`src/hdl/tcf_pkg.sv`:
```
// ----------------------------------------------------------------------------
// tcf_pkg
// Shared constants, types and the CORDIC angle table of the tilt filter.
// ----------------------------------------------------------------------------
package tcf_pkg;

   localparam int CORDIC_STEPS_DEF = 16;
   localparam int ANGLE_FRAC_DEF   = 16;
   localparam int TABLE_FRAC       = 24;

   localparam int X_W     = 36;
   localparam int Z_W     = 34;
   localparam int MAG_W   = 31;
   localparam int DEN_W   = 26;
   localparam int QUO_W   = 52;
   localparam int PROP_W  = 54;
   localparam int DIFF_W  = 55;
   localparam int LO_W    = 28;
   localparam int PLO_W   = 45;
   localparam int SUM_W   = 76;
   localparam int ACC_W   = 32;
   localparam int BLEND_W = 17;
   localparam int SCALE_W = 16;
   localparam int CSR_IDX_W = 4;
   localparam int Q_DEPTH = 2;

   localparam logic [CSR_IDX_W-1:0] REG_BLEND = 4'd0;
   localparam logic [CSR_IDX_W-1:0] REG_SCALE = 4'd1;

   localparam logic [BLEND_W-1:0] BLEND_RESET = 17'd1311;
   localparam logic [BLEND_W-1:0] BLEND_ONE   = 17'd65536;
   localparam logic [SCALE_W-1:0] SCALE_RESET = 16'd131;

   typedef logic [1:0] cls_type;
   localparam cls_type CLS_CORDIC = 2'd0;
   localparam cls_type CLS_ZERO   = 2'd1;
   localparam cls_type CLS_POS90  = 2'd2;
   localparam cls_type CLS_NEG90  = 2'd3;

   typedef struct packed {
      logic signed [15:0] ax;
      logic [16:0]        az_mag;
      logic               gy_neg;
      logic [MAG_W-1:0]   mag;
      cls_type            cls;
   } item_type;

   function automatic logic signed [Z_W-1:0] atan_entry(input logic [4:0] i);
      logic signed [Z_W-1:0] v;
      case (i)
         5'd0:  v = 34'sd754974720;
         5'd1:  v = 34'sd445687602;
         5'd2:  v = 34'sd235489088;
         5'd3:  v = 34'sd119537938;
         5'd4:  v = 34'sd60000934;
         5'd5:  v = 34'sd30029717;
         5'd6:  v = 34'sd15018523;
         5'd7:  v = 34'sd7509720;
         5'd8:  v = 34'sd3754917;
         5'd9:  v = 34'sd1877466;
         5'd10: v = 34'sd938734;
         5'd11: v = 34'sd469367;
         5'd12: v = 34'sd234684;
         5'd13: v = 34'sd117342;
         5'd14: v = 34'sd58671;
         5'd15: v = 34'sd29335;
         5'd16: v = 34'sd14668;
         5'd17: v = 34'sd7334;
         5'd18: v = 34'sd3667;
         5'd19: v = 34'sd1833;
         5'd20: v = 34'sd917;
         5'd21: v = 34'sd458;
         5'd22: v = 34'sd229;
         5'd23: v = 34'sd115;
         5'd24: v = 34'sd57;
         5'd25: v = 34'sd29;
         5'd26: v = 34'sd14;
         5'd27: v = 34'sd7;
         5'd28: v = 34'sd4;
         5'd29: v = 34'sd2;
         5'd30: v = 34'sd1;
         default: v = 34'sd0;
      endcase
      return v;
   endfunction

endpackage

```
`src/hdl/tcf_queue.sv`:
```
// ----------------------------------------------------------------------------
// tcf_queue
// Short request queue between the front and the back of the filter.
// ----------------------------------------------------------------------------
module tcf_queue (
   input  logic               clock,
   input  logic               reset,
   input  logic               push,
   input  tcf_pkg::item_type  push_item,
   output logic               full,
   input  logic               pop,
   output logic               valid,
   output tcf_pkg::item_type  item
);
   import tcf_pkg::*;

   localparam int PTR_W = $clog2(Q_DEPTH);

   item_type         mem_ff [Q_DEPTH];
   logic [PTR_W-1:0] wr_ff, wr_in, rd_ff, rd_in;
   logic [PTR_W:0]   cnt_ff, cnt_in;

   assign full  = cnt_ff == (PTR_W+1)'(Q_DEPTH);
   assign valid = cnt_ff != '0;
   assign item  = mem_ff[rd_ff];

   always_comb begin
      wr_in  = push ? PTR_W'((32'(wr_ff) + 1) % Q_DEPTH) : wr_ff;
      rd_in  = pop ? PTR_W'((32'(rd_ff) + 1) % Q_DEPTH) : rd_ff;
      cnt_in = cnt_ff + (PTR_W+1)'(push) - (PTR_W+1)'(pop);
   end

   always_ff @(posedge clock) begin
      if (reset) begin
         wr_ff  <= '0;
         rd_ff  <= '0;
         cnt_ff <= '0;
      end else begin
         wr_ff  <= wr_in;
         rd_ff  <= rd_in;
         cnt_ff <= cnt_in;
      end
   end

   always_ff @(posedge clock) begin
      if (push) begin
         mem_ff[wr_ff] <= push_item;
      end
   end

endmodule

```
`config.mk`:
```
export PLATFORM = sky130hd
export DESIGN_NAME = tcf_queue
export DESIGN_NICKNAME = d
export VERILOG_FILES = /design/src/hdl/tcf_pkg.sv /design/src/hdl/tcf_queue.sv
export SDC_FILE = /design/constraint.sdc
export NUM_CORES = 1
export LEC_CHECK = 0
export BUFFER_PORTS_ARGS = -buffer_cell sky130_fd_sc_hd__buf_4
export CORE_MARGIN = 2
export CORE_UTILIZATION = 40
export CTS_BUF_LIST = sky130_fd_sc_hd__clkbuf_4 sky130_fd_sc_hd__clkbuf_8
export DETAILED_ROUTE_END_ITERATION = 10
export MAX_ROUTING_LAYER = met4
export RECOVER_POWER = 100
export SYNTH_ARGS = -nofsm -noshare
export SYNTH_HDL_FRONTEND = slang
export SYNTH_SLANG_ARGS = --single-unit
```
`constraint.sdc`:
```
create_clock -name clock -period 4.55 [get_ports clock]
set_input_delay 0.455 -clock clock [delete_from_list [all_inputs] [get_ports clock]]
set_output_delay 0.455 -clock clock [all_outputs]
set_load 0.05 [all_outputs]
```
# After elaboration in Yosys (flattened, before gate mapping)
# Memory sizes are Yosys's and may differ from the RTL's. A register that Yosys moved wholly into a read port is not among the register bits.
# Cells that the tools add are included.
[word_totals]
ff_bits = 4
mem_bits_rw = 134
inputBits = 71
output_inout_bits = 69
word_cells = 14
memories = 1
[memory_table]
columns = ["name", "words", "width", "read_ports", "rd_clocked_by_memory_dff", "write_ports", "line_no", "text"]
rows = [
  ["mem_ff", 2, 67, 1, 1, 1, "tcf_queue.sv:19", "item_type mem_ff [Q_DEPTH];"],
]
[classes]
addsub = 4
eq_ne = 1
mux = 4
n_reduce_logical = 1
[op_table]
columns = ["cell", "n"]
rows = [
  ["1-bit 2-to-1 mux", 4],
  ["1-bit adder (second input constant)", 2],
  ["2-bit by 1-bit adder with 2-bit output", 1],
  ["2-bit == test (second input constant)", 1],
  ["2-bit nonzero test", 1],
  ["2-bit by 1-bit subtractor with 2-bit output", 1],
]

# Depth between registers and ports, before layout
[logic_depth]
depth_word = 3
mapped_depth = 6
ltp_nobuf = 6

# Least setup slack after synthesis
# Ideal clock, no wire load.
[synth_path]
path_kind = "input-to-reg"
startpoint = "input port push"
endpoint = "memory mem_ff[0][0] (netlist name), enable pin"
t_arrival_ns = 3.398
required_ns = 4.050
setup_slack_ns = 0.652
cell_stages = 1
cell_sequence = "nor2b_1"
[synth_via]
elab_chain_len = 2
[synth_rtl]
columns = ["item", "line_no", "text"]
rows = [
  ["from (decl)", "tcf_queue.sv:8", "input logic push,"],
  ["1-bit 2-to-1 mux", "tcf_queue.sv:46", "if (push) begin"],
  ["1-bit 2-to-1 mux (not written as such)", "tcf_queue.sv:47", "mem_ff[wr_ff] <= push_item;"],
  ["to (decl)", "tcf_queue.sv:19", ""],
]
# No other way between the ends.

# Final worst setup path
[layout_path]
startpoint = "register wr_ff"
endpoint = "memory mem_ff[0][55] (netlist name), enable pin"
[layout_rtl]
columns = ["item", "line_no", "text"]
rows = [
  ["from (decl)", "tcf_queue.sv:20", "logic [PTR_W-1:0] wr_ff, wr_in, rd_ff, rd_in;"],
  ["from (signal assigned)", "tcf_queue.sv:39", "wr_ff <= wr_in;"],
]
# No word-level cell before the write port.

==> impl_metrics.ini <==
[yosys]
synthesis.area_um2 = 5170
synth_warnings = 0
syn_avg_cell_area_um2 = 22.6
synth_seq_cells = 139
synthCells = 229
syn_nets = 302
ys_seq_area_frac = 0.798
ys_types = 15

[die]
fp.dieW_um = 118
start_util = 0.409
core_um2 = 12600
dieArea_um2 = 13800
pin_count = 140
die_h_um = 118
fp-row-count = 41

[setup_path]
crit_fanout = 34
cp-end-kind = flop
worstPathRequired_ns = 4.67
r2r-start = wr_ff
crit_arrival_ns = 3.41
reg2reg_depth = 2
worstSetupPathType = flop to flop
worstReg2RegEnd = mem_ff[0][55]
cp-start-kind = flop
rrSetupSlack_ns = 1.26

[sta]
finalSetupViolCount = 0
fin_setup_tns_ns = 0
rsz0062_at_grt = no
max_freq_mhz = 304
fin_crit_ns = 3.29
finClkSkew_ns = 0.00650
worstMarginPinSlew_ns = 3.16
relSlewSlack = -1.11
period_share = 0.724
drv_slew = 170
hold_violations = 0

[min_path]
worstHoldPathType = input pin to flop
hold_depth = 2
hp-start = reset

[clocking]
cts_tree = yes
cts_made_buffers = 17
clock_latency_ns = 0.44
cts-htree-levels = 4
cts_sinks = 139
cts-resized-gates = 0
cts_hold_buf = 0
clock-root-buffer = clkbuf_8
post_cts_buffers = 0
path_clk_slew_ns = 0.07
cts.path.max_buffers = 2

[grt]
gr-usage-all-layers = 0.140
grt_pass1_vias = 2696
antenna_found_initial = 0
grt_pass1_wl_mm = 13.9
grt_max_degree = 68
grt_remaining_overflow = 0

[place]
place_congestion = 0.689
port_buffers = 139
dpl.hpwl_mm = 5.63

[route]
drtIter0Drc = 112
avgViaCountPerCell = 4.53
antenna_left = 0
dr.pass1.iters = 4
drc_errors = 0
num_vias = 2564
routed_wl_mm = 9.07
wl_per_cell_um = 16.0

[finish]
area_growth_pct = 24.5
final_cell_mix = edfxtp_1 (134), clkbuf_1 (55), clkbuf_4 (52)
final_nets = 454
diodes = 0
fillers = 1147
drive_gt1_frac = 0.391
mostFrequentLayoutCell = edfxtp_1

[power]
p_leak_uw = 0.00229
p_per_area_nw_per_um2 = 460
finalPower_uw = 2960
peakVddDrop_mv = 0.245

[status]
status = finished, violations left
failed_checks = capacitance limit, slew limit

[flow_run]
cap_violations = 3
## report_power, final
group          internal [µW]  switching [µW]
Combinational            160             360
Clock                    468             430
Sequential              1500            41.6
Total                   2130             831
## Yosys cell counts, drive strengths merged
cell type | instances | area share
inv | 2 | 0.0015
buf | 7 | 0.011
or2 | 1 | 0.0012
dfxtp | 5 | 0.019
xnor2 | 2 | 0.0034
edfxtp | 134 | 0.78
and2 | 1 | 0.0012
nor2 | 4 | 0.0029
nor2b | 3 | 0.0036
mux2 | 67 | 0.17
xnor3 | 1 | 0.0044
ha | 2 | 0.0048
## through the flow
step | utilization | hold WS, ns | setup WS (ns) | cell area (µm²) | cells
2_1_floorplan | - | 0.480 | 0.652 | 5170 | 229
3_3_place_gp | 0.507 | 0.494 | 2.33 | 6400 | 534
3_5_place_dp | 0.507 | 0.517 | 2.33 | 6400 | 534
4_1_cts | 0.536 | 0.164 | 1.84 | 6760 | 566
5_1_grt | 0.510 | 0.175 | 0.905 | 6430 | 566
6_report | 0.510 | 0.205 | 1.26 | 6430 | 566
## worst max-delay path, cell delays in order (launching register included)
cell and delay [ns]:
dfxtp_1 0.33, nor2b_1 2.30, buf_12 0.29
## layout make-up
type	count	area, µm²	area share
inverters	2	7.51	0.00117
clock buffers	22	284	0.0442
multi-input cells	81	870	0.135
well taps	172	215	0.0335
repair buffers	140	857	0.133
clock inverters	10	73.8	0.0115
flip-flops and latches	139	4130	0.641
## worst max-delay path by stage
stage,startpoint,end,slack [ns],cells past startpoint
after CTS,flop,item[23],1.84,2
after detailed placement,flop,item[23],2.33,2
after floorplan,push,mem_ff[0][0],0.65,1
after global placement,flop,item[23],2.33,2
after global routing,wr_ff,mem_ff[0][8],0.91,2
final,wr_ff,mem_ff[0][55],1.26,2
## sequential cells by signal, indices dropped and copies added, names as in the netlist, named ones only
name	count
rd_ff	1
cnt_ff	2
mem_ff	134
wr_ff	1
## cell families (layout without fill, tap and decap cells)
| kind of cell | count (synthesis) | in the layout | share of synthesized area |
|---|---|---|---|
| flip-flops | 139 | 139 | 0.798 |
| multiplexers | 67 | 67 | 0.168 |
| AND/OR/NAND/NOR | 9 | 9 | 0.00896 |
| buffers and inverters | 9 | 174 | 0.0124 |
| XOR/XNOR | 3 | 3 | 0.00775 |
| adder cells (fa/ha/maj) | 2 | 2 | 0.00484 |
## per-layer routing
| layer | global-route usage | share of wire |
|---|---|---|
| met1 | 0.161 | 0.42 |
| met2 | 0.213 | 0.49 |
| met3 | 0.0547 | 0.071 |
| met4 | 0.0700 | 0.018 |
| met5 | - | 0 |
No activity file was read; power rests on OpenSTA's default activity.
