[src/hdl/tcf_pkg.sv]
// ----------------------------------------------------------------------------
// tcf_pkg
// Shared constants, types and the CORDIC angle table of the tilt filter.
// ----------------------------------------------------------------------------
package tcf_pkg;

   localparam int CORDIC_STEPS_DEF = 16;
   localparam int ANGLE_FRAC_DEF   = 16;
   localparam int TABLE_FRAC       = 24;

   localparam int X_W     = 36;
   localparam int Z_W     = 34;
   localparam int MAG_W   = 31;
   localparam int DEN_W   = 26;
   localparam int QUO_W   = 52;
   localparam int PROP_W  = 54;
   localparam int DIFF_W  = 55;
   localparam int LO_W    = 28;
   localparam int PLO_W   = 45;
   localparam int SUM_W   = 76;
   localparam int ACC_W   = 32;
   localparam int BLEND_W = 17;
   localparam int SCALE_W = 16;
   localparam int CSR_IDX_W = 4;
   localparam int Q_DEPTH = 2;

   localparam logic [CSR_IDX_W-1:0] REG_BLEND = 4'd0;
   localparam logic [CSR_IDX_W-1:0] REG_SCALE = 4'd1;

   localparam logic [BLEND_W-1:0] BLEND_RESET = 17'd1311;
   localparam logic [BLEND_W-1:0] BLEND_ONE   = 17'd65536;
   localparam logic [SCALE_W-1:0] SCALE_RESET = 16'd131;

   typedef logic [1:0] cls_type;
   localparam cls_type CLS_CORDIC = 2'd0;
   localparam cls_type CLS_ZERO   = 2'd1;
   localparam cls_type CLS_POS90  = 2'd2;
   localparam cls_type CLS_NEG90  = 2'd3;

   typedef struct packed {
      logic signed [15:0] ax;
      logic [16:0]        az_mag;
      logic               gy_neg;
      logic [MAG_W-1:0]   mag;
      cls_type            cls;
   } item_type;

   function automatic logic signed [Z_W-1:0] atan_entry(input logic [4:0] i);
      logic signed [Z_W-1:0] v;
      case (i)
         5'd0:  v = 34'sd754974720;
         5'd1:  v = 34'sd445687602;
         5'd2:  v = 34'sd235489088;
         5'd3:  v = 34'sd119537938;
         5'd4:  v = 34'sd60000934;
         5'd5:  v = 34'sd30029717;
         5'd6:  v = 34'sd15018523;
         5'd7:  v = 34'sd7509720;
         5'd8:  v = 34'sd3754917;
         5'd9:  v = 34'sd1877466;
         5'd10: v = 34'sd938734;
         5'd11: v = 34'sd469367;
         5'd12: v = 34'sd234684;
         5'd13: v = 34'sd117342;
         5'd14: v = 34'sd58671;
         5'd15: v = 34'sd29335;
         5'd16: v = 34'sd14668;
         5'd17: v = 34'sd7334;
         5'd18: v = 34'sd3667;
         5'd19: v = 34'sd1833;
         5'd20: v = 34'sd917;
         5'd21: v = 34'sd458;
         5'd22: v = 34'sd229;
         5'd23: v = 34'sd115;
         5'd24: v = 34'sd57;
         5'd25: v = 34'sd29;
         5'd26: v = 34'sd14;
         5'd27: v = 34'sd7;
         5'd28: v = 34'sd4;
         5'd29: v = 34'sd2;
         5'd30: v = 34'sd1;
         default: v = 34'sd0;
      endcase
      return v;
   endfunction

endpackage

[src/hdl/tcf_if.sv]
// ----------------------------------------------------------------------------
// tcf channel interfaces
// Request, response and register write channels of the tilt filter.
// ----------------------------------------------------------------------------
interface tcf_req_if;
   logic               valid;
   logic               ready;
   logic signed [15:0] accel_x;
   logic signed [15:0] accel_z;
   logic signed [15:0] gyro_y;
   logic [15:0]        elapsed_ms;
   modport source (output valid, accel_x, accel_z, gyro_y, elapsed_ms, input ready);
   modport sink (input valid, accel_x, accel_z, gyro_y, elapsed_ms, output ready);
endinterface


[src/hdl/tcf_front.sv]
// ----------------------------------------------------------------------------
// tcf_front
// Accepts requests, classifies the tilt case and forms the gyro magnitude.
// ----------------------------------------------------------------------------
module tcf_front (
   tcf_req_if.sink            req_ch,
   input  logic               q_full,
   output logic               q_push,
   output tcf_pkg::item_type  q_item
);
   import tcf_pkg::*;

   logic [15:0] gy_abs;
   logic [31:0] prod;

   assign req_ch.ready = !q_full;
   assign q_push       = req_ch.valid && !q_full;

   always_comb begin
      gy_abs        = req_ch.gyro_y[15] ? 16'(-req_ch.gyro_y) : 16'(req_ch.gyro_y);
      prod          = 32'(gy_abs) * 32'(req_ch.elapsed_ms);
      q_item.ax     = req_ch.accel_x;
      q_item.az_mag = req_ch.accel_z[15] ? 17'(-18'(req_ch.accel_z))
                                         : 17'(req_ch.accel_z);
      q_item.gy_neg = req_ch.gyro_y[15];
      q_item.mag    = prod[MAG_W-1:0];
      if (req_ch.accel_x == 16'sd0) begin
         q_item.cls = CLS_ZERO;
      end else if (req_ch.accel_z == 16'sd0) begin
         q_item.cls = req_ch.accel_x[15] ? CLS_NEG90 : CLS_POS90;
      end else begin
         q_item.cls = CLS_CORDIC;
      end
   end

endmodule

[src/flat_wrapper.sv]
// flat-port wrapper written by rule: the top's interface ports become plain ports
module tcf_front_flat import tcf_pkg::*;
  (q_full, q_push, q_item, req_ch_valid, req_ch_accel_x, req_ch_accel_z, req_ch_gyro_y, req_ch_elapsed_ms, req_ch_ready);
  tcf_req_if req_ch_i ();
  input  logic q_full;
  output logic q_push;
  output tcf_pkg::item_type q_item;
  input wire logic [$bits(req_ch_i.valid)-1:0] req_ch_valid;
  input wire logic [$bits(req_ch_i.accel_x)-1:0] req_ch_accel_x;
  input wire logic [$bits(req_ch_i.accel_z)-1:0] req_ch_accel_z;
  input wire logic [$bits(req_ch_i.gyro_y)-1:0] req_ch_gyro_y;
  input wire logic [$bits(req_ch_i.elapsed_ms)-1:0] req_ch_elapsed_ms;
  output wire logic [$bits(req_ch_i.ready)-1:0] req_ch_ready;
  assign req_ch_i.valid = req_ch_valid;
  assign req_ch_i.accel_x = req_ch_accel_x;
  assign req_ch_i.accel_z = req_ch_accel_z;
  assign req_ch_i.gyro_y = req_ch_gyro_y;
  assign req_ch_i.elapsed_ms = req_ch_elapsed_ms;
  assign req_ch_ready = req_ch_i.ready;
  tcf_front u_core (.req_ch(req_ch_i), .q_full(q_full), .q_push(q_push), .q_item(q_item));
endmodule
[config.mk]
export PLATFORM = sky130hd
export DESIGN_NAME = tcf_front_flat
export DESIGN_NICKNAME = d
export VERILOG_FILES = /design/src/hdl/tcf_pkg.sv /design/src/hdl/tcf_if.sv /design/src/hdl/tcf_front.sv /design/src/flat_wrapper.sv
export SDC_FILE = /design/constraint.sdc
export NUM_CORES = 1
export LEC_CHECK = 0
export ABC_AREA = 1
export CAP_MARGIN = 15
export CORE_AREA = 4 4 125 246
export DETAILED_ROUTE_END_ITERATION = 10
export DIE_AREA = 0 0 129 250
export DONT_BUFFER_PORTS = 1
export GPL_TIMING_DRIVEN = 0
export SETUP_SLACK_MARGIN = 0.2
export SYNTH_ARGS = -nofsm -noshare
export SYNTH_HDL_FRONTEND = slang
export SYNTH_SLANG_ARGS = --single-unit
[constraint.sdc]
create_clock -name vclk -period 9.6
set_input_delay 1.92 -clock vclk [all_inputs]
set_output_delay 1.92 -clock vclk [all_outputs]
set_load 0.03 [all_outputs]
After elaboration in Yosys (flattened, before gate mapping)
Cells that the tools add are included.

Flip-flop bits (word level): 0.

$add $sub $neg: 2. $mul: 1. Muxes and demuxes: 5. Reduce and logical (&&, ||, !) cells: 4.

Operator list (number): 16-bit zero test (2); 16-bit by 16-bit multiplier with 31-bit output (1); 17-bit 2-to-1 mux (1); 16-bit negator with 17-bit output (1); 16-bit 2-to-1 mux (1); 16-bit negator (1); 2-bit 2-to-1 mux (2); 1-bit logical AND (1); 1-bit zero test (1); 1-bit 2-to-1 mux (1).

Logic depth before layout (Yosys ltp)
Depth in word-level cells: 3. Gate-level depth with buffers: 33.

Worst setup path before layout
Ideal clock, no wire load.

Path kind: in2out. From: input port req_ch_gyro_y[0]. To: output port q_item[22] (netlist bit). Arrival time: 7.646 ns. Slack: 0.034 ns. Cell stages on the path: 27. Path buffers: 1. Cells stage by stage: buf_6 -> inv_2 -> ha_1 -> nand2_1 -> nor3_4 -> nand2_2 -> nand2_4 -> nand3_2 -> nand2_4 -> nand2_1 -> fa_1 -> fa_1 -> inv_1 -> fa_1 -> fa_1 -> fa_1 -> inv_1 -> fa_1 -> inv_1 -> ha_1 -> nand2_1 -> inv_1 -> nand2_1 -> nor2_1 -> nand4_1 -> nand3_1 -> xor2_1.

RTL lines: from (decl) (line flat_wrapper.sv:11) `input wire logic [$bits(req_ch_i.gyro_y)-1:0] req_ch_gyro_y;`; to (decl) (line flat_wrapper.sv:7) `output tcf_pkg::item_type q_item;`.

==> impl_results.md <==
* Status: complete, but fails checks
* Failing checks: negative setup slack
* Mapped Cells at 1,390
* Synth Area in Simple Gates at 24.7%
* Initial Util at 34.4%
* DR pass1 iterations at 5
* First-pass GRT wire length at 52,800 um
* Layout Area Growth over Synthesis at 26.0%
* Initial antenna violation count at 0
* DRC viols at 0
* Design Area, Final at 0.0125 mm^2
* Place WS at -854 ps
* Fin crit period at 9720 ps
* Final Cycle Share at 101%
* Final HPWL DP at 28,900 um
* Syn_nets at 1,751
* Most common cell after layout, fill and taps aside: inv_1
* Placed Cells at 1,750
* Synthesized cell area at 0.00993 mm^2
* Vias at 9,340
* Wirelength per Cell at 19.4 um
* Final setup fails at 6
* Fmax at 103 MHz
* Crit path capture type: output pin
* Final cell count without fillers at 1,812
* Die footprint at 0.0323 mm^2
* Maxcap violations at 0
* Slew Limit Fails at 0
* Rel. slew slack at 32.4%
* IO Port Bufs at 0
* Hold path depth at 1
* Syn avg cell area at 7.14 um^2
* Largest net degree at the start of global routing at 11
* Main combinational cell family by area after synthesis: adder cells
* DIE HEIGHT at 250 um
* Vias in the first global route at 9,991
* Rows at 88
* Ports at 135
* Final GP Congestion at 0.953
* Min-delay worst type: in -> out
* Commonest cells after routing, fill and taps aside: inv_1, nand2_1, fa_1
* Sequential cell count at 0
* Final Util at 43.4%
* Post-route ant nets at 0
* N_diodes at 0
* Final #Nets at 1,815
* Slew @ Worst Pin at 1000 ps
* Share of cells above drive strength 1 at 26.5%
* Critical path type: in -> out
* Sequential Area at 0 um^2
* Final WS setup at -123 ps
* Worst EP arrival at 7800 ps
* RSZ-0062 raised after global routing: yes
* Hold Vio Cnt, Final at 0
* Clkbuf count at 0
* Die width at 129 um
* Post-synthesis adder-cell area fraction at 51.8%
* Grt ovf at 0
* Count of cell types in the netlist at 43
* Placed cell areas at 0.0104 mm^2
* CP Launch Type: primary input
* Compound-gate portion of the synthesized area at 4.74%
* Sequential fraction of the synthesis area at 0%
* Core area at 0.0288 mm^2
* Vias per inst at 5.15
* Post-Route WL at 35,200 um
* Initial DRC count at 367
* Post-Synth XOR/XNOR Area at 2.47%
* Syn. warnings at 0
* Critical Path Fanout Max at 7
* Mux cell area share after synthesis at 0%
* GRT Total Usage at 21.2%
* CP Data Required Time at 7680 ps
==> layout make-up <==
class / count / area [um^2]
inverters: 355 / 1380
multi-input cells: 987 / 9810
plain buffers: 48 / 319
fillers: 2912 / 16300
well taps: 360 / 450
repair buffers: 62 / 557
==> worst max-delay path, stage by stage <==
cell and delay, ps:
buf_12 100, clkinv_8 50, ha_4 160, nand2_4 70, nor3_4 50, buf_4 130, or3_1 350, nand2_2 110
buf_6 150, nand2_2 60, fa_1 560, inv_1 50, fa_1 500, fa_1 460, fa_1 520, fa_1 560
inv_1 50, fa_1 540, inv_2 60, ha_4 310, nand2_4 80, nor2_4 150, inv_4 70, nor3_1 270
nand3_2 170, nand4_1 170, nand2_4 110
==> layer usage <==
metal / vias to the layer above / global-route usage, % / wire length [um]
li1: 4208 / - / -
met1: 4577 / 19.4 / 10200
met2: 398 / 42.4 / 19600
met3: 157 / 2.14 / 1960
met4: 0 / 13.2 / 3370
met5: - / 0 / 0
==> stage by stage <==
step / hold WS (ps) / TNS [ps]
after global routing: 3950 / -2940
after detailed placement: 3950 / -11670
after global placement: 3950 / -11170
final: 3950 / -418
after floorplan: 3950 / 0
after CTS: 3950 / -17.1
==> final timing paths <==
kind	slack [ps]	startpoint	to
worst min-delay path	3950	q_full	req_ch_ready
worst max-delay path	-120	req_ch_gyro_y[0]	q_item[26]
==> synthesized netlist by cell type, types with 10 or more instances <==
cell      instances  area, um^2
a21oi_1          52         260
nor2_1          140         526
fa_1            193        3860
o21ai_0          21         105
inv_1           342        1280
ha_1            102        1280
nand4_1          19         119
nand2_1         326        1220
buf_4            24         180
clkbuf_1         18        67.6
nand2_2          10        62.6
xor2_1           25         219
nand3_1          46         230
==> logic make-up (layout without fill, tap and decap cells) <==
kind of cell    Yosys count  count (layout)
simple gates            577             577
buf+inv                 403             465
xor+xnor                 28              28
compound gates           86              86
other cells               1               1
fa+ha+maj               295             295
==> what timing repair did <==
action                                  in CTS  in global routing
endpoints found under the setup margin      22                 22
hold buffers                                 0                  0
cloned                                       1                  0
resized for setup                          269                142
setup buffers                               35                 26
pin swaps                                  106                101
Power is not shown: default switching activity piles up to over one toggle a cycle in this logic, so the estimate is an artifact.
