### src/hdl/tcf_pkg.sv
// ----------------------------------------------------------------------------
// tcf_pkg
// Shared constants, types and the CORDIC angle table of the tilt filter.
// ----------------------------------------------------------------------------
package tcf_pkg;

   localparam int CORDIC_STEPS_DEF = 16;
   localparam int ANGLE_FRAC_DEF   = 16;
   localparam int TABLE_FRAC       = 24;

   localparam int X_W     = 36;
   localparam int Z_W     = 34;
   localparam int MAG_W   = 31;
   localparam int DEN_W   = 26;
   localparam int QUO_W   = 52;
   localparam int PROP_W  = 54;
   localparam int DIFF_W  = 55;
   localparam int LO_W    = 28;
   localparam int PLO_W   = 45;
   localparam int SUM_W   = 76;
   localparam int ACC_W   = 32;
   localparam int BLEND_W = 17;
   localparam int SCALE_W = 16;
   localparam int CSR_IDX_W = 4;
   localparam int Q_DEPTH = 2;

   localparam logic [CSR_IDX_W-1:0] REG_BLEND = 4'd0;
   localparam logic [CSR_IDX_W-1:0] REG_SCALE = 4'd1;

   localparam logic [BLEND_W-1:0] BLEND_RESET = 17'd1311;
   localparam logic [BLEND_W-1:0] BLEND_ONE   = 17'd65536;
   localparam logic [SCALE_W-1:0] SCALE_RESET = 16'd131;

   typedef logic [1:0] cls_type;
   localparam cls_type CLS_CORDIC = 2'd0;
   localparam cls_type CLS_ZERO   = 2'd1;
   localparam cls_type CLS_POS90  = 2'd2;
   localparam cls_type CLS_NEG90  = 2'd3;

   typedef struct packed {
      logic signed [15:0] ax;
      logic [16:0]        az_mag;
      logic               gy_neg;
      logic [MAG_W-1:0]   mag;
      cls_type            cls;
   } item_type;

   function automatic logic signed [Z_W-1:0] atan_entry(input logic [4:0] i);
      logic signed [Z_W-1:0] v;
      case (i)
         5'd0:  v = 34'sd754974720;
         5'd1:  v = 34'sd445687602;
         5'd2:  v = 34'sd235489088;
         5'd3:  v = 34'sd119537938;
         5'd4:  v = 34'sd60000934;
         5'd5:  v = 34'sd30029717;
         5'd6:  v = 34'sd15018523;
         5'd7:  v = 34'sd7509720;
         5'd8:  v = 34'sd3754917;
         5'd9:  v = 34'sd1877466;
         5'd10: v = 34'sd938734;
         5'd11: v = 34'sd469367;
         5'd12: v = 34'sd234684;
         5'd13: v = 34'sd117342;
         5'd14: v = 34'sd58671;
         5'd15: v = 34'sd29335;
         5'd16: v = 34'sd14668;
         5'd17: v = 34'sd7334;
         5'd18: v = 34'sd3667;
         5'd19: v = 34'sd1833;
         5'd20: v = 34'sd917;
         5'd21: v = 34'sd458;
         5'd22: v = 34'sd229;
         5'd23: v = 34'sd115;
         5'd24: v = 34'sd57;
         5'd25: v = 34'sd29;
         5'd26: v = 34'sd14;
         5'd27: v = 34'sd7;
         5'd28: v = 34'sd4;
         5'd29: v = 34'sd2;
         5'd30: v = 34'sd1;
         default: v = 34'sd0;
      endcase
      return v;
   endfunction

endpackage

### src/hdl/tcf_if.sv


interface tcf_rsp_if;
   logic               valid;
   logic               ready;
   logic signed [31:0] tilt_angle;
   logic signed [23:0] accel_angle;
   modport source (output valid, tilt_angle, accel_angle, input ready);
   modport sink (input valid, tilt_angle, accel_angle, output ready);
endinterface


### src/hdl/tcf_back.sv
// ----------------------------------------------------------------------------
// tcf_back
// Sequencer: CORDIC tilt, gyro increment divider, blend and saturation.
// ----------------------------------------------------------------------------
module tcf_back #(
   parameter int CORDIC_STEPS    = tcf_pkg::CORDIC_STEPS_DEF,
   parameter int ANGLE_FRAC_BITS = tcf_pkg::ANGLE_FRAC_DEF
) (
   input  logic                          clock,
   input  logic                          reset,
   input  logic                          q_valid,
   input  tcf_pkg::item_type             q_item,
   output logic                          q_pop,
   input  logic [tcf_pkg::BLEND_W-1:0]   blend,
   input  logic [tcf_pkg::SCALE_W-1:0]   scale,
   tcf_rsp_if.source                     rsp_ch
);
   import tcf_pkg::*;

   localparam int NW    = 32 + ANGLE_FRAC_BITS;
   localparam int CNT_W = $clog2(NW);
   localparam int SH    = TABLE_FRAC - ANGLE_FRAC_BITS;
   localparam logic signed [Z_W-1:0] Z_HALF = Z_W'(64'sd1 <<< (SH - 1));
   localparam logic signed [Z_W-1:0] Z_FULL = Z_W'(64'sd90 <<< ANGLE_FRAC_BITS);
   localparam logic signed [SUM_W-1:0] SAT_HI = SUM_W'(64'sd2147483647);

   localparam logic [2:0] S_IDLE = 3'd0;
   localparam logic [2:0] S_PREP = 3'd1;
   localparam logic [2:0] S_RUN  = 3'd2;
   localparam logic [2:0] S_ACC  = 3'd3;
   localparam logic [2:0] S_DIFF = 3'd4;
   localparam logic [2:0] S_MLO  = 3'd5;
   localparam logic [2:0] S_MHI  = 3'd6;
   localparam logic [2:0] S_SUM  = 3'd7;

   logic [2:0]                state_ff, state_in;
   logic [CNT_W-1:0]          cnt_ff, cnt_in;
   item_type                  item_ff, item_in;
   logic signed [X_W-1:0]     x_ff, x_in, y_ff, y_in;
   logic signed [Z_W-1:0]     z_ff, z_in;
   logic [DEN_W-1:0]          den_ff, den_in;
   logic [NW-1:0]             num_ff, num_in;
   logic [DEN_W:0]            rem_ff, rem_in;
   logic [QUO_W-1:0]          quo_ff, quo_in;
   logic signed [ACC_W-1:0]   acc_ff, acc_in;
   logic signed [PROP_W-1:0]  prop_ff, prop_in;
   logic signed [DIFF_W-1:0]  diff_ff, diff_in;
   logic [PLO_W-1:0]          plo_ff, plo_in;
   logic signed [PLO_W-1:0]   phi_ff, phi_in;
   logic signed [31:0]        angle_ff, angle_in;
   logic                      out_valid_ff, out_valid_in;
   logic signed [31:0]        out_tilt_ff, out_tilt_in;
   logic signed [23:0]        out_acc_ff, out_acc_in;

   logic [BLEND_W-1:0]        a_eff;
   logic [SCALE_W-1:0]        scale_eff;
   logic [4:0]                sh;
   logic signed [X_W-1:0]     dx, dy;
   logic [DEN_W:0]            rem_sh;
   logic signed [Z_W-1:0]     z_rnd;
   logic signed [PROP_W-1:0]  inc;
   logic signed [SUM_W-1:0]   sum_raw, sum_sh;

   assign q_pop              = (state_ff == S_IDLE) && q_valid && !out_valid_ff;
   assign rsp_ch.valid       = out_valid_ff;
   assign rsp_ch.tilt_angle  = out_tilt_ff;
   assign rsp_ch.accel_angle = out_acc_ff;

   always_comb begin
      state_in     = state_ff;
      cnt_in       = cnt_ff;
      item_in      = item_ff;
      x_in         = x_ff;
      y_in         = y_ff;
      z_in         = z_ff;
      den_in       = den_ff;
      num_in       = num_ff;
      rem_in       = rem_ff;
      quo_in       = quo_ff;
      acc_in       = acc_ff;
      prop_in      = prop_ff;
      diff_in      = diff_ff;
      plo_in       = plo_ff;
      phi_in       = phi_ff;
      angle_in     = angle_ff;
      out_valid_in = out_valid_ff && !rsp_ch.ready;
      out_tilt_in  = out_tilt_ff;
      out_acc_in   = out_acc_ff;

      a_eff     = (blend > BLEND_ONE) ? BLEND_ONE : blend;
      scale_eff = (scale == '0) ? SCALE_W'(1) : scale;
      sh        = cnt_ff[4:0];
      dx        = y_ff >>> sh;
      dy        = x_ff >>> sh;
      rem_sh    = {rem_ff[DEN_W-1:0], num_ff[CNT_W'(NW - 1) - cnt_ff]};
      z_rnd     = (z_ff + Z_HALF) >>> SH;
      inc       = item_ff.gy_neg ? -PROP_W'(quo_ff) : PROP_W'(quo_ff);
      sum_raw   = (SUM_W'(prop_ff) <<< 16) + SUM_W'(plo_ff)
                + (SUM_W'(phi_ff) <<< LO_W) + SUM_W'(32768);
      sum_sh    = sum_raw >>> 16;

      unique case (state_ff)
         S_IDLE: begin
            if (q_pop) begin
               item_in  = q_item;
               x_in     = X_W'({q_item.az_mag, 16'h0000});
               y_in     = X_W'($signed({q_item.ax, 16'h0000}));
               z_in     = '0;
               den_in   = DEN_W'(scale_eff) * DEN_W'(1000);
               state_in = S_PREP;
            end
         end
         S_PREP: begin
            num_in   = (NW'(item_ff.mag) << ANGLE_FRAC_BITS) + NW'(den_ff >> 1);
            rem_in   = '0;
            quo_in   = '0;
            cnt_in   = '0;
            state_in = S_RUN;
         end
         S_RUN: begin
            if (32'(cnt_ff) < CORDIC_STEPS) begin
               if (!y_ff[X_W-1]) begin
                  x_in = x_ff + dx;
                  y_in = y_ff - dy;
                  z_in = z_ff + atan_entry(sh);
               end else begin
                  x_in = x_ff - dx;
                  y_in = y_ff + dy;
                  z_in = z_ff - atan_entry(sh);
               end
            end
            if (rem_sh >= {1'b0, den_ff}) begin
               rem_in = rem_sh - {1'b0, den_ff};
               quo_in = {quo_ff[QUO_W-2:0], 1'b1};
            end else begin
               rem_in = rem_sh;
               quo_in = {quo_ff[QUO_W-2:0], 1'b0};
            end
            cnt_in = cnt_ff + CNT_W'(1);
            if (cnt_ff == CNT_W'(NW - 1)) begin
               state_in = S_ACC;
            end
         end
         S_ACC: begin
            case (item_ff.cls)
               CLS_ZERO:  acc_in = '0;
               CLS_POS90: acc_in = ACC_W'(Z_FULL);
               CLS_NEG90: acc_in = ACC_W'(-Z_FULL);
               default: begin
                  if (z_rnd > Z_FULL) begin
                     acc_in = ACC_W'(Z_FULL);
                  end else if (z_rnd < -Z_FULL) begin
                     acc_in = ACC_W'(-Z_FULL);
                  end else begin
                     acc_in = ACC_W'(z_rnd);
                  end
               end
            endcase
            prop_in  = PROP_W'(angle_ff) + inc;
            state_in = S_DIFF;
         end
         S_DIFF: begin
            diff_in  = DIFF_W'(acc_ff) - DIFF_W'(prop_ff);
            state_in = S_MLO;
         end
         S_MLO: begin
            plo_in   = PLO_W'(a_eff) * PLO_W'(diff_ff[LO_W-1:0]);
            state_in = S_MHI;
         end
         S_MHI: begin
            phi_in   = PLO_W'($signed({1'b0, a_eff}))
                     * PLO_W'($signed(diff_ff[DIFF_W-1:LO_W]));
            state_in = S_SUM;
         end
         S_SUM: begin
            if (sum_sh > SAT_HI) begin
               angle_in = 32'(SAT_HI);
            end else if (sum_sh < -SAT_HI) begin
               angle_in = 32'(-SAT_HI);
            end else begin
               angle_in = 32'(sum_sh);
            end
            out_tilt_in  = angle_in;
            out_acc_in   = acc_ff[23:0];
            out_valid_in = 1'b1;
            state_in     = S_IDLE;
         end
         default: state_in = S_IDLE;
      endcase
   end

   always_ff @(posedge clock) begin
      if (reset) begin
         state_ff     <= S_IDLE;
         angle_ff     <= '0;
         out_valid_ff <= 1'b0;
      end else begin
         state_ff     <= state_in;
         angle_ff     <= angle_in;
         out_valid_ff <= out_valid_in;
      end
   end

   always_ff @(posedge clock) begin
      cnt_ff      <= cnt_in;
      item_ff     <= item_in;
      x_ff        <= x_in;
      y_ff        <= y_in;
      z_ff        <= z_in;
      den_ff      <= den_in;
      num_ff      <= num_in;
      rem_ff      <= rem_in;
      quo_ff      <= quo_in;
      acc_ff      <= acc_in;
      prop_ff     <= prop_in;
      diff_ff     <= diff_in;
      plo_ff      <= plo_in;
      phi_ff      <= phi_in;
      out_tilt_ff <= out_tilt_in;
      out_acc_ff  <= out_acc_in;
   end

   a_sum_sets_valid: assert property (@(posedge clock) disable iff (reset)
      (state_ff == S_SUM) |=> out_valid_ff)
      else $error("result not presented after blend");

   a_pop_when_idle: assert property (@(posedge clock) disable iff (reset)
      q_pop |-> (state_ff == S_IDLE) && q_valid && !out_valid_ff)
      else $error("queue popped while busy");

   a_run_bound: assert property (@(posedge clock) disable iff (reset)
      (state_ff == S_RUN) |-> (32'(cnt_ff) < NW))
      else $error("iteration count out of range");

   a_busy_no_pop: assert property (@(posedge clock) disable iff (reset)
      (state_ff != S_IDLE) |-> !q_pop)
      else $error("pop while a request is in flight");

endmodule
### src/flat_wrapper.sv
// flat-port wrapper written by rule: the top's interface ports become plain ports
module tcf_back_flat import tcf_pkg::*;
#(
   parameter int CORDIC_STEPS    = tcf_pkg::CORDIC_STEPS_DEF,
   parameter int ANGLE_FRAC_BITS = tcf_pkg::ANGLE_FRAC_DEF
)
  (clock, reset, q_valid, q_item, q_pop, blend, scale, rsp_ch_valid, rsp_ch_tilt_angle, rsp_ch_accel_angle, rsp_ch_ready);
  tcf_rsp_if rsp_ch_i ();
  input  logic clock;
  input  logic reset;
  input  logic q_valid;
  input  tcf_pkg::item_type q_item;
  output logic q_pop;
  input  logic [tcf_pkg::BLEND_W-1:0] blend;
  input  logic [tcf_pkg::SCALE_W-1:0] scale;
  output wire logic [$bits(rsp_ch_i.valid)-1:0] rsp_ch_valid;
  output wire logic [$bits(rsp_ch_i.tilt_angle)-1:0] rsp_ch_tilt_angle;
  output wire logic [$bits(rsp_ch_i.accel_angle)-1:0] rsp_ch_accel_angle;
  input wire logic [$bits(rsp_ch_i.ready)-1:0] rsp_ch_ready;
  assign rsp_ch_valid = rsp_ch_i.valid;
  assign rsp_ch_tilt_angle = rsp_ch_i.tilt_angle;
  assign rsp_ch_accel_angle = rsp_ch_i.accel_angle;
  assign rsp_ch_i.ready = rsp_ch_ready;
  tcf_back #(.CORDIC_STEPS(CORDIC_STEPS), .ANGLE_FRAC_BITS(ANGLE_FRAC_BITS)) u_core (.clock(clock), .reset(reset), .q_valid(q_valid), .q_item(q_item), .q_pop(q_pop), .blend(blend), .scale(scale), .rsp_ch(rsp_ch_i));
endmodule
### config.mk
export PLATFORM = sky130hd
export DESIGN_NAME = tcf_back_flat
export DESIGN_NICKNAME = d
export VERILOG_FILES = /design/src/hdl/tcf_pkg.sv /design/src/hdl/tcf_if.sv /design/src/hdl/tcf_back.sv /design/src/flat_wrapper.sv
export SDC_FILE = /design/constraint.sdc
export NUM_CORES = 2
export LEC_CHECK = 0
export ABC_AREA = 1
export ABC_CLOCK_PERIOD_IN_PS = 10400
export BUFFER_PORTS_ARGS = -buffer_cell sky130_fd_sc_hd__buf_2
export CORE_ASPECT_RATIO = 2
export CORE_UTILIZATION = 45
export DETAILED_ROUTE_END_ITERATION = 10
export PLACE_DENSITY_LB_ADDON = 0.1
export SLEW_MARGIN = 20
export SYNTH_ARGS = -nofsm -noshare
export SYNTH_HDL_FRONTEND = slang
export SYNTH_SLANG_ARGS = --single-unit
### constraint.sdc
create_clock -name clock -period 10.4 [get_ports clock]
set_input_delay 0.52 -clock clock [delete_from_list [all_inputs] [get_ports clock]]
set_output_delay 0.52 -clock clock [all_outputs]
set_load 0.01 [all_outputs]
# Word-level counts from Yosys, hierarchy flattened
# Memory sizes are Yosys's and may differ from the RTL's. A register that Yosys moved wholly into a read port is not among the register bits.
# Cells that the tools add are included.
# classes
shift	2
n_eq_ne	14
mux	39
magnitude_cmp	8
n_reduce_logical	12
n_addsub	17
mul	3
# ops
cell	count
$mux 34	9
$mux 36	6
$pmux 36 s2	2
$mux 32	4
$pmux 52 s2	1
$pmux 32 s3	1
$add 76x16->76 const B	1
$add 76x76->76	1
$add 36x36->36	2
$sshr 36x5->36	2
$sub 36x36->36	2
$add 70x46->71	1
$pmux 34 s2	1
$gt 60x32->1 const B	1
$lt 60x32->1 const B	1
$sub 32x54->55	1
$add 32x54->54	1
$mux 54	1
$neg 52->54	1
$pmux 26 s2	1
$add 47x25->48	1
$mul 17x28->45	1
$mul 18x27->45	1
$add 34x34->34	1
36 further kinds	51
# word_totals
n_memories	2
wordCells	118
regBits	618
rom_bits	1920
# memory_table
memory	words	width	read_ports	rd_ports_with_merged_regs	wr	line_no	text
(name not given)	32	30	1	1	0	tcf_pkg.sv:50	case (i)
(name not given)	32	30	1	1	0	tcf_pkg.sv:50	

# Logic depth before layout (Yosys ltp)
# logic_depth
depth_word	7
mapped_depth	45
ltp_nobuf	44

# Least setup slack after synthesis
# Ideal clock, no wire load.
# synth_timing
kind	register -> register
start	register u_core.cnt_ff[4]
end	register u_core.x_ff[0], enable pin
synth_period_minus_slack_ns	9.582
slack_ns	0.818
n_path_buf	3
setup_ns	0.702
arrival_ns	8.880
stages_incl_launch_ff	8
path_cell_list	edfxtp_1 -> inv_1 -> clkbuf_1 -> clkbuf_1 -> clkbuf_1 -> ha_1 -> o21ai_0 -> nor3_1
# synth_via
elab_chain_len	3
# synth_rtl
element	line_no	text
start, declared	tcf_back.sv:37	logic [CNT_W-1:0] cnt_ff, cnt_in;
start signal, assigned	tcf_back.sv:205	cnt_ff <= cnt_in;
$lt 6x5->1	tcf_back.sv:121	if (32'(cnt_ff) < CORDIC_STEPS) begin
$ne 2x1->1 (no source line)	n/a	
$reduce_and 3->1 (no source line)	n/a	
end signal, assigned	tcf_back.sv:207	x_ff <= x_in;
end, declared	tcf_back.sv:39	logic signed [X_W-1:0] x_ff, x_in, y_ff, y_in;
# Every way passes these cells.
# A chain may end at the register's enable or synchronous reset.

# Worst setup path in the final report
# layout_timing
start	register u_core.prop_ff[0]
end	register u_core.angle_ff[1]
# layout_via
elab_chain_len	6
# layout_rtl
element	line_no	text
start, declared	tcf_back.sv:46	logic signed [PROP_W-1:0] prop_ff, prop_in;
start signal, assigned	tcf_back.sv:215	prop_ff <= prop_in;
$add 70x46->71 (*)	tcf_back.sv:98	sum_raw = (SUM_W'(prop_ff) <<< 16) + SUM_W'(plo_ff)
$add 76x76->76 (*)	tcf_back.sv:99	+ (SUM_W'(phi_ff) <<< LO_W) + SUM_W'(32768);
$add 76x16->76 (*)	tcf_back.sv:99	
$lt 60x32->1	tcf_back.sv:178	end else if (sum_sh < -SAT_HI) begin
$mux 32	tcf_back.sv:178	
$mux 32 (*)	tcf_back.sv:176	if (sum_sh > SAT_HI) begin
end signal, assigned	tcf_back.sv:199	angle_ff <= angle_in;
end, declared	tcf_back.sv:50	logic signed [31:0] angle_ff, angle_in;
# Mark *: on every way between the ends. The rest lies on a longest branch, timed or not.

==> out/qor_table.md <==
| Result | Value | Unit |
|---|---|---|
| Clock tree from TritonCTS | built | - |
| Compound-gate portion of the synthesized area | 10.7 | % |
| Portion of the clock cycle consumed by the worst path in the final layout | 83.3 | % |
| Ranking of synthesized cells by area | sky130_fd_sc_hd__fa_1, sky130_fd_sc_hd__edfxtp_1, sky130_fd_sc_hd__nand2_1, sky130_fd_sc_hd__inv_1, sky130_fd_sc_hd__ha_1 | - |
| Time the worst path needs with I/O delays and setup | 8.67 | ns |
| Wire length of the first global-routing pass | 459000 | um |
| Placer's final routability congestion estimate | 1.06 | - |
| Fmax achieved | 0.115 | GHz |
| Number of antenna violations at the first check in global routing | 3 | - |
| Multiplexer area fraction after synthesis | 0.412 | % |
| Vertical die dimension | 608 | um |
| Effective utilization at floorplan | 45.2 | % |
| Number of cells upsized or downsized after cts | 0 | - |
| Row count | 222 | - |
| Static power due to leakage | 43.5 | nW |
| Global route overflow | 0 | - |
| Adder-Cell Fraction of Synth Area | 31.0 | % |
| Worst hold slack across all endpoints | 0.0783 | ns |
| Largest voltage drop on the vdd net | 0.000364 | V |
| Layout Skew | 0.0446 | ns |
| Largest net degree at the start of global routing | 77 | - |
| Most numerous cell on the critical path | sky130_fd_sc_hd__nand2_1 | - |
| Worst path slowest cell | sky130_fd_sc_hd__a21oi_1 | - |
| Arrival time of the worst setup path | 9.31 | ns |
| Cell with the most instances after synthesis | sky130_fd_sc_hd__nand2_1 | - |
| Total Neg Setup Slack | 0 | ns |
| Kind of capture point of the worst setup path | flip-flop | - |
| Quantity of I/O buffers inserted on ports | 161 | - |
| Worst Tran Pin Value | 1.25 | ns |
| Die footprint | 186000 | um^2 |
| Share of flip-flops with an asynchronous set or reset | 0 | % |
| Net Count, Synth | 12300 | - |
| Number of global-route vias before repair | 77300 | - |
| Worst path bufs/invs | 3 | - |
| Area overhead of the layout relative to synthesis | 7.04 | % |
| Clock transition at the registers of the reported paths | 0.08 | ns |
| Number of H-tree levels | 2 | - |
| Clock latency of the later-clocked register in the worst-skew pair | 0.73 | ns |
| First-pass iteration count of the detailed router | 8 | - |
| Hold violation total from the final report | 0 | - |
| Total of warnings raised by yosys | 0 | - |
| Vias per inst | 5.47 | - |
| Detail Route Antenna Nets | 0 | - |
| Total count of max-transition violations in the final report | 0 | - |
| Share of the synthesized area in the top cell type | 21.6 | % |
| Post-synthesis simple-gate area fraction | 19.4 | % |
| Final-report setup violation count | 0 | - |
| Global Route Usage Sum | 33.3 | % |
| Clock buffers created by TritonCTS | 60 | - |
| Worst min-delay path category | input port to flip-flop | - |
| Post-synthesis average cell area | 7.74 | um^2 |
| Result of the run | finished clean | - |
| DR vias | 71900 | - |
| Deepest clock path buffer count | 3 | - |
| Share of the synthesized netlist area taken by xor and xnor gates | 5.23 | % |
| Number of flops mapped to enable cells by yosys | 559 | - |
| Top-level I/O count | 162 | - |
| Die extent in x | 305 | um |
| PwrDens | 373 | nW/um^2 |
| Worst Path Required | 11.04 | ns |
| Critical Setup Path Class | flip-flop to flip-flop | - |
| Starting DRC count in detailed routing | 3951 | - |
| Number of sinks handled by clock tree synthesis | 625 | - |
| Total power | 33.0 | mW |
| Count of different cell masters after synthesis | 67 | - |
| Number of storage elements in the synthesis netlist | 625 | - |
| Critical Path Source Type | flip-flop | - |
| Core outline area | 183000 | um^2 |
| WL per Instance | 23.4 | um |
| Half-perimeter wire length after placement | 257000 | um |
| Net count, final | 12400 | - |
| Clock tree root driver cell | sky130_fd_sc_hd__clkbuf_16 | - |
| Critical-path maximum fanout | 32 | - |
| Unrepaired setup endpoints after global routing | no | - |
| Total detailed-routing wirelength | 307000 | um |
| Relative slew slack | 15.5 | % |
| Family with the most delay on the worst path | simple AND/OR/NAND/NOR gates | - |
| Register area share after synthesis | 21.9 | % |
| Combinational family with the most area after synthesis | adder cells | - |
| Cell area after synthesis | 82700 | um^2 |
| Ys flop type | sky130_fd_sc_hd__edfxtp_1 | - |
| Most numerous cell types in the synthesized netlist | sky130_fd_sc_hd__nand2_1, sky130_fd_sc_hd__inv_1, sky130_fd_sc_hd__nor2_1, sky130_fd_sc_hd__fa_1, sky130_fd_sc_hd__a21oi_1 | - |
| Post-synthesis cell count | 10700 | - |
| Fraction of layout instances using a drive strength above 1 | 4.31 | % |
| Delay of the slowest cell on the worst path | 0.69 | ns |
| Number of max-cap violations | 0 | - |
| # DRC | 0 | - |
| Leading area contributor after synthesis | sky130_fd_sc_hd__fa_1 | - |
final cells by class:
class                      count  area, um^2
tap                         2352        2940
timing repair buffer         308        2030
fill                       18400       94300
clock inverter                36         408
inverter                    2142        8040
clock buffer                  78        1630
antenna                        3        7.51
multi-input combinational   7607       55300
sequential                   625       18100
worst reg2reg max path: cells and delay by family (launching register included):
family / cells / cell delay [ns]
AND/OR/NAND/NOR: 32 / 5.51
adder cells (fa/ha/maj): 3 / 1.14
AO/OA/AOI/OAI: 3 / 1.07
flip-flops: 1 / 0.53
buffers and inverters: 3 / 0.24
XOR/XNOR: 1 / 0.14
worst paths after layout:
path         slack (ns)  depth (start not counted)                            end         startpoint
max                1.73                         42             u_core.angle_ff[1]  u_core.prop_ff[0]
min                0.08                          1              u_core.item_ff[0]          q_item[0]
max reg2reg        1.73                         42             u_core.angle_ff[1]  u_core.prop_ff[0]
min reg2reg        0.46                          0  u_core.rsp_ch.accel_angle[17]  u_core.acc_ff[17]
layout by cell type, fill, tap and decap left out, types with 151 or more instances in the layout:
cell type                     n
sky130_fd_sc_hd__nor2_1    1118
sky130_fd_sc_hd__inv_1     2107
sky130_fd_sc_hd__a21oi_1    696
sky130_fd_sc_hd__edfxtp_1   559
sky130_fd_sc_hd__xor2_1     343
sky130_fd_sc_hd__nand2_1   2174
sky130_fd_sc_hd__o21ai_0    517
sky130_fd_sc_hd__fa_1       893
sky130_fd_sc_hd__nand3_1    335
sky130_fd_sc_hd__buf_2      161
sky130_fd_sc_hd__xnor2_1    151
sky130_fd_sc_hd__ha_1       619
registers in the layout, summed over array words and instances, names as in the netlist, 3 cells and up, named ones only:
| signal | cells |
|---|---|
| u_core.rsp_ch.accel_angle | 24 |
| u_core.diff_ff | 55 |
| u_core.angle_ff | 32 |
| u_core.rem_ff | 26 |
| u_core.item_ff | 34 |
| u_core.phi_ff | 45 |
| u_core.z_ff | 34 |
| u_core.rsp_ch.tilt_angle | 32 |
| u_core.cnt_ff | 6 |
| u_core.y_ff | 36 |
| u_core.x_ff | 36 |
| u_core.den_ff | 23 |
| u_core.num_ff | 46 |
| u_core.prop_ff | 54 |
| u_core.quo_ff | 52 |
| u_core.state_ff | 3 |
| u_core.acc_ff | 26 |
| u_core.plo_ff | 30 |
report_power, final:
group          internal [mW]  switching, mW
combinational           8.38           17.2
sequential              4.35          0.654
clock                   1.27           1.12
logic make-up after synthesis:
logic type / after synthesis
AOI/OAI and AO/OA: 1600
xor gates and xnor gates: 494
adders and majority gates: 1512
buffers and inverters: 2447
DFF: 625
muxes: 34
and+or+nand+nor: 3967
layer usage:
metal | global-route usage (%) | part of all wire, % | wire [um] | vias up
met5 | 0 | 0.0055 | 17 | -
met3 | 3.28 | 3.7 | 11400 | 960
met1 | 29.7 | 31 | 94800 | 35000
met4 | 27.2 | 9.7 | 29700 | 2
li1 | - | - | - | 33800
met2 | 66.0 | 56 | 171000 | 2100
metrics by stage:
step / utilization (%) / worst slack (ns) / std cells / area, um^2
2_1_floorplan: - / 0.818 / 10700 / 82700
3_3_place_gp: 47.1 / 1.00 / 13000 / 86100
3_5_place_dp: 47.1 / 1.09 / 13000 / 86100
4_1_cts: 48.4 / 1.82 / 13100 / 88500
5_1_grt: 48.4 / 1.31 / 13100 / 88500
6_report: 48.4 / 1.73 / 13200 / 88500
timing repair:
item / in CTS / in global routing
hold endpoints to repair: 33 / 0
setup buffers: 0 / 0
hold buffers: 33 / 0
No activity file was read; power rests on OpenSTA's default activity.
